==> config.mk <==
export PLATFORM = sky130hd
export DESIGN_NAME = permutation_rank_factoradic_core_flat
export DESIGN_NICKNAME = d
export VERILOG_FILES = /design/src/rtl/prf_pkg.sv /design/src/rtl/prf_in_if.sv /design/src/rtl/prf_out_if.sv /design/src/rtl/prf_digit.sv /design/src/rtl/prf_acc.sv /design/src/rtl/permutation_rank_factoradic_core.sv /design/src/flat_wrapper.sv
export SDC_FILE = /design/constraint.sdc
export NUM_CORES = 2
export LEC_CHECK = 0
export BUFFER_PORTS_ARGS = -buffer_cell sky130_fd_sc_hd__buf_2
export CAP_MARGIN = 25
export CORE_ASPECT_RATIO = 1.4
export CORE_MARGIN = 2
export CORE_UTILIZATION = 50
export CTS_CLUSTER_SIZE = 12
export DETAILED_ROUTE_END_ITERATION = 10
export PLACE_DENSITY_LB_ADDON = 0.25
export SYNTH_ARGS = -nofsm -noshare
export SYNTH_HDL_FRONTEND = slang
export SYNTH_SLANG_ARGS = --single-unit
==> constraint.sdc <==
create_clock -name i_clk -period 11.95 [get_ports i_clk]
set_input_delay 1.195 -clock i_clk [delete_from_list [all_inputs] [get_ports i_clk]]
set_output_delay 1.195 -clock i_clk [all_outputs]
set_load 0.01 [all_outputs]
==> src/rtl/prf_pkg.sv <==
// Package: shared constants and item types for the permutation rank core.
package prf_pkg;

    localparam int MAX_LEN   = 32;
    localparam int VAL_W     = $clog2(MAX_LEN);
    localparam int POS_W     = $clog2(MAX_LEN) + 1;
    localparam int RANK_LO_W = 64;
    localparam int RANK_HI_W = 54;
    localparam int ACC_W     = RANK_LO_W + RANK_HI_W;

    typedef logic [ACC_W-1:0]   t_acc;
    typedef logic [MAX_LEN-1:0] t_map;

    typedef struct packed {
        logic [VAL_W-1:0] value;
        logic             last;
    } t_in_item;

    typedef struct packed {
        logic [RANK_LO_W-1:0] rank_low;
        logic [RANK_HI_W-1:0] rank_high;
        logic [POS_W-1:0]     length;
        logic                 invalid;
    } t_out_item;

endpackage

==> src/rtl/prf_in_if.sv <==
// Interface: input element channel with valid/ready handshake.
interface prf_in_if import prf_pkg::*; ();
    logic     valid;
    logic     ready;
    t_in_item data;

    modport source (output valid, output data, input ready);
    modport sink   (input valid, input data, output ready);
endinterface

==> src/rtl/prf_out_if.sv <==
// Interface: rank result channel with valid/ready handshake.
interface prf_out_if import prf_pkg::*; ();
    logic      valid;
    logic      ready;
    t_out_item data;

    modport source (output valid, output data, input ready);
    modport sink   (input valid, input data, output ready);
endinterface

==> src/rtl/prf_digit.sv <==
// Lehmer digit: count of seen values below the new value, plus duplicate check.
module prf_digit import prf_pkg::*; (
    input  t_map             i_seen,
    input  logic [VAL_W-1:0] i_value,
    output logic [VAL_W-1:0] o_digit,
    output logic             o_dup
);

    t_map             w_below;
    logic [POS_W-1:0] w_cnt;

    always_comb begin
        w_below = i_seen & ((t_map'(1) << i_value) - t_map'(1));
        w_cnt   = '0;
        for (int i = 0; i < MAX_LEN; i++) begin
            w_cnt = w_cnt + POS_W'(w_below[i]);
        end
    end

    assign o_digit = w_cnt[VAL_W-1:0];
    assign o_dup   = i_seen[i_value];

endmodule

==> src/rtl/prf_acc.sv <==
// Rank accumulator step: acc * mul + add, kept to the accumulator width.
module prf_acc import prf_pkg::*; (
    input  t_acc             i_acc,
    input  logic [POS_W-1:0] i_mul,
    input  logic [VAL_W-1:0] i_add,
    output t_acc             o_acc
);

    logic [ACC_W+POS_W-1:0] w_prod;

    assign w_prod = ({{POS_W{1'b0}}, i_acc} * {{ACC_W{1'b0}}, i_mul})
                    + (ACC_W+POS_W)'(i_add);
    assign o_acc  = w_prod[ACC_W-1:0];

endmodule

==> src/rtl/permutation_rank_factoradic_core.sv <==
// Top level: permutation rank core with input register and result register.
// Order: a last element waits in the input register, then its result is registered as valid.
// Throughput: one element per cycle; a last element stalls the input only while an
// unaccepted result holds the result register. Loop: popcount and 118x6 multiply-add.
// Reset: synchronous active-low i_rst_n clears all permutation state and both
// valid flags; the block accepts items on the first cycle after reset.
module permutation_rank_factoradic_core import prf_pkg::*; (
    input  logic i_clk,
    input  logic i_rst_n,
    prf_in_if.sink    i_in,
    prf_out_if.source o_out
);

    logic             r_in_vld;
    t_in_item         r_in_item;
    logic             r_out_vld;
    t_out_item        r_out_item;

    t_map             r_seen;
    logic [POS_W-1:0] r_pos;
    t_acc             r_acc;
    logic [VAL_W-1:0] r_largest;
    logic             r_err;

    logic             w_adv;
    logic             w_in_acc;
    logic [VAL_W-1:0] w_digit;
    logic             w_dup;
    t_acc             w_acc;
    logic             w_full;

    t_map             n_seen;
    logic [POS_W-1:0] n_pos;
    t_acc             n_acc;
    logic [VAL_W-1:0] n_largest;
    logic             n_err;
    logic             n_bad;
    t_out_item        n_out;

    assign w_adv    = r_in_vld && (!r_in_item.last || !r_out_vld || o_out.ready);
    assign i_in.ready = !r_in_vld || w_adv;
    assign w_in_acc = i_in.valid && i_in.ready;

    assign o_out.valid = r_out_vld;
    assign o_out.data  = r_out_item;

    prf_digit u_digit (
        .i_seen  (r_seen),
        .i_value (r_in_item.value),
        .o_digit (w_digit),
        .o_dup   (w_dup)
    );

    prf_acc u_acc (
        .i_acc (r_acc),
        .i_mul (r_pos + POS_W'(1)),
        .i_add (w_digit),
        .o_acc (w_acc)
    );

    assign w_full = (r_pos >= POS_W'(MAX_LEN));

    always_comb begin
        if (w_full) begin
            n_seen    = r_seen;
            n_pos     = r_pos;
            n_acc     = r_acc;
            n_largest = r_largest;
            n_err     = 1'b1;
        end else begin
            n_seen    = r_seen | (t_map'(1) << r_in_item.value);
            n_pos     = r_pos + POS_W'(1);
            n_acc     = w_acc;
            n_largest = (r_in_item.value > r_largest) ? r_in_item.value : r_largest;
            n_err     = r_err | w_dup;
        end
        n_bad           = n_err || ({1'b0, n_largest} >= n_pos);
        n_out.rank_low  = n_bad ? '0 : n_acc[RANK_LO_W-1:0];
        n_out.rank_high = n_bad ? '0 : n_acc[ACC_W-1:RANK_LO_W];
        n_out.length    = n_pos;
        n_out.invalid   = n_bad;
    end

    always_ff @(posedge i_clk) begin
        if (!i_rst_n) begin
            r_in_vld  <= 1'b0;
            r_out_vld <= 1'b0;
            r_seen    <= '0;
            r_pos     <= '0;
            r_acc     <= '0;
            r_largest <= '0;
            r_err     <= 1'b0;
        end else begin
            if (w_in_acc) begin
                r_in_vld <= 1'b1;
            end else if (w_adv) begin
                r_in_vld <= 1'b0;
            end

            if (w_adv && r_in_item.last) begin
                r_out_vld <= 1'b1;
            end else if (o_out.ready) begin
                r_out_vld <= 1'b0;
            end

            if (w_adv) begin
                if (r_in_item.last) begin
                    r_seen    <= '0;
                    r_pos     <= '0;
                    r_acc     <= '0;
                    r_largest <= '0;
                    r_err     <= 1'b0;
                end else begin
                    r_seen    <= n_seen;
                    r_pos     <= n_pos;
                    r_acc     <= n_acc;
                    r_largest <= n_largest;
                    r_err     <= n_err;
                end
            end
        end
    end

    always_ff @(posedge i_clk) begin
        if (w_in_acc) begin
            r_in_item <= i_in.data;
        end
        if (w_adv && r_in_item.last) begin
            r_out_item <= n_out;
        end
    end

endmodule

==> src/flat_wrapper.sv <==
// flat-port wrapper written by rule: the top's interface ports become plain ports
module permutation_rank_factoradic_core_flat import prf_pkg::*;
  (i_clk, i_rst_n, i_in_valid, i_in_data, i_in_ready, o_out_valid, o_out_data, o_out_ready);
  prf_in_if i_in_i ();
  prf_out_if o_out_i ();
  input  logic i_clk;
  input  logic i_rst_n;
  input wire logic [$bits(i_in_i.valid)-1:0] i_in_valid;
  input wire logic [$bits(i_in_i.data)-1:0] i_in_data;
  output wire logic [$bits(i_in_i.ready)-1:0] i_in_ready;
  output wire logic [$bits(o_out_i.valid)-1:0] o_out_valid;
  output wire logic [$bits(o_out_i.data)-1:0] o_out_data;
  input wire logic [$bits(o_out_i.ready)-1:0] o_out_ready;
  assign i_in_i.valid = i_in_valid;
  assign i_in_i.data = i_in_data;
  assign i_in_ready = i_in_i.ready;
  assign o_out_valid = o_out_i.valid;
  assign o_out_data = o_out_i.data;
  assign o_out_i.ready = o_out_ready;
  permutation_rank_factoradic_core u_core (.i_clk(i_clk), .i_rst_n(i_rst_n), .i_in(i_in_i), .o_out(o_out_i));
endmodule
==> run metrics <==
Seq/Total Area, Yosys=20.3%; Sw Ratio=26.5%; core footprint=70400 um2; commonest register cell after synthesis=dfxtp_1; Root Driver=clkbuf_16; leakage=16.0 nW; total power draw=0.00239 W; Syn Area/Cell=8.58 um2; Final Skew=25.6 ps; RSZ-0062 raised after global routing=false; most used cell, CP=fa_1; Final period util=89.3%; drt pass-1 iters=6; Critical Path Max Stage Delay=570 ps; Slew headroom=28.2%; hold buffers post-CTS=0; max_cap viols=0; combinational share of power=6.7%; global-route met3 utilization=4.35%; initial antenna violation count=2; PwrDens=63.0 nW/um2; Sw Pwr=0.000633 W; HPWL Detailed=81400 um; # H-tree levels=2; vias per cell=5.97; RD Place Congestion=0.961; Post-CTS Setup Bufs=0; first-pass GRT wire length=172000 um; Tot GR Track Use=29.9%; Setup Viol. Count Final=0; Startpoint Class=register; M2 GR Usage=51.7%; fraction of registers with async set or reset after synthesis=0%; Mapped Nets=4888; row cnt=115; worst path required time=12260 ps; Distinct cells, synth=80; I/O Pins=137; CTS max path bufs=3; fillers=6488; Slew @ Worst Pin=1080 ps; reg2reg end=u_core.o_out.data[54]$_SDFFCE_PP0P_; Die Ht=319 um; Area Overhead vs Synth=6.73%; Synth area leader=fa_1; synth warn=0; Pins Over Slew Limit=0; worst r2r path cells=33; wirelength, routed=108000 um; critical path endpoint=u_core.o_out.data[54]$_SDFFCE_PP0P_; Die Wd=229 um; crit-path max FO=23; synth top area cells=fa_1 (27%), edfxtp_1 (11%), nand2_1 (9.5%); Yosys reg bits=295; CP arrival=10980 ps; Final min period=10670 ps; Die Area=73200 um2; maximum vdd ir drop=80.2 uV; global route hottest layer=met2; R2R Path Start=u_core.r_in_item[3]$_DFFE_PP_; Worst-Skew Late Latency=590 ps; largest net degree at the start of global routing=117; synthesized cell area=35500 um2; Internal=0.00176 W; Max Freq=93.7 MHz; antenna-violating nets left=0; post-cts sizing count=0; fraction of layout cells with a size suffix above 1=6.98%; Reg clk slew, reported paths=60 ps; drt drc=0; CTS tree=yes; TNS Setup=0 ps; Overflow after GRT=0; via count=30.1k; most frequent cells in the layout=nand2_1 (894), fa_1 (479), inv_1 (414); met1 GRT Util=36.0%; layout net count=4818; Num CTS Buffers=36; crit path from=u_core.r_in_item[3]$_DFFE_PP_; Worst setup EP type=register; Initial Utilization=50.5%; 1st-iter DRT viols=2567; Sequential Power Share=44.9%; final hold violations=0; R2R setup slack=1280 ps; Synth Instances=4142; routed len/inst=21.5 um; Port Buf Inserts=136; CP Class=register to register; commonest non-fill, non-tap cell in the layout=nand2_1; vias in the first global route=31.0k; clock share of power=48.4%; Synth top area share=27.0%; Worst Hold Class=register to register; highest-delay cell along the critical path=fa_1; number of flops mapped to enable cells by yosys=131; outcome=finished clean; CTS Sinks=295
routing by layer:
| layer | up-vias | part of all wire (%) |
|---|---|---|
| li1 | 13500 | - |
| met1 | 15000 | 38 |
| met2 | 1238 | 49 |
| met3 | 334 | 6.6 |
| met4 | 2 | 6.1 |
| met5 | - | 0.011 |
per-stage QoR:
stage | hold slack [ps] | area, um2 | util (%) | std cells | setup WS (ps)
final | 484 | 37900 | 53.9 | 5037 | 1280
after global routing | 508 | 37900 | 53.9 | 5036 | 744
after CTS | 485 | 37900 | 53.9 | 5036 | 1320
after detailed placement | 470 | 36700 | 52.2 | 4970 | 1370
after global placement | 461 | 36700 | 52.1 | 4968 | 1510
after floorplan | 431 | 35500 | - | 4142 | 2810
worst max-delay path, delay by kind of cell (launching register included):
kind / cells / cell delay (ps)
compound gates: 13 / 3430
xor+xnor: 1 / 120
fa+ha+maj: 10 / 4260
buf+inv: 3 / 350
flops: 1 / 500
simple gates: 6 / 1700
final cells by class:
class	count	area, um2	area share [%]
repair buffers	167	981	2.59
clock buffers	52	1040	2.75
multi-input cells	3154	25800	68.0
well taps	936	1170	3.09
diodes	1	2.50	0.00660
inverters	418	1580	4.15
clock inverters	14	151	0.399
flip-flops and latches	295	7220	19.0
flip-flops by register name, summed over array words and instances (netlist names):
name,flops
u_core.o_out.valid,1
u_core.r_acc,118
u_core.r_in_item,6
u_core.r_seen,32
u_core.r_err,1
u_core.r_largest,5
u_core.o_out.data,125
u_core.r_pos,6
u_core.r_in_vld,1
kinds of logic (layout without fill, tap and decap cells):
group,after synthesis,count (layout),share of synthesized area (%)
AO/OA/AOI/OAI,724,724,12.6
XOR/XNOR,135,135,3.33
adder cells (fa/ha/maj),736,736,36.0
buffers and inverters,693,651,7.41
flip-flops,295,295,20.3
multiplexers,27,27,1.14
other,1,2,0.0106
AND/OR/NAND/NOR,1531,1531,19.1
synthesized netlist by cell type (all sizes together) (36+ instances only):
library cell	instances
nor2	227
a21o	71
clkbuf	239
ha	257
edfxtp	131
dfxtp	164
a22oi	55
buf	36
nand4	68
nor2b	79
fa	479
a21oi	203
xnor2	80
inv	416
nand2	897
xor2	55
and2	43
nor4	44
nand3	42
o21ai	226
power groups by stage:
stage / clock network (W) / logic (W) / registers (W)
global route: 0.00120 / 0.000171 / 0.00107
global placement: 0 / 0.000157 / 0.00109
floorplan: 0 / 0.0000895 / 0.00110
finish: 0.00116 / 0.000160 / 0.00107
CTS: 0.00118 / 0.000159 / 0.00107
detailed placement: 0 / 0.000159 / 0.00109
worst min-delay path by stage:
stage	endpoint	depth (start not counted)	start
floorplan	u_core.r_acc[117]$_SDFFE_PN0P_	2	u_core.r_acc[117]$_SDFFE_PN0P_
finish	u_core.r_seen[31]$_SDFFE_PN0P_	2	u_core.r_seen[31]$_SDFFE_PN0P_
global route	u_core.r_acc[116]$_SDFFE_PN0P_	2	u_core.r_acc[116]$_SDFFE_PN0P_
detailed placement	u_core.r_seen[31]$_SDFFE_PN0P_	2	u_core.r_seen[31]$_SDFFE_PN0P_
CTS	u_core.r_seen[31]$_SDFFE_PN0P_	2	u_core.r_seen[31]$_SDFFE_PN0P_
global placement	u_core.r_seen[31]$_SDFFE_PN0P_	2	u_core.r_seen[31]$_SDFFE_PN0P_
Note: power is estimated with default switching activity, not from simulation.
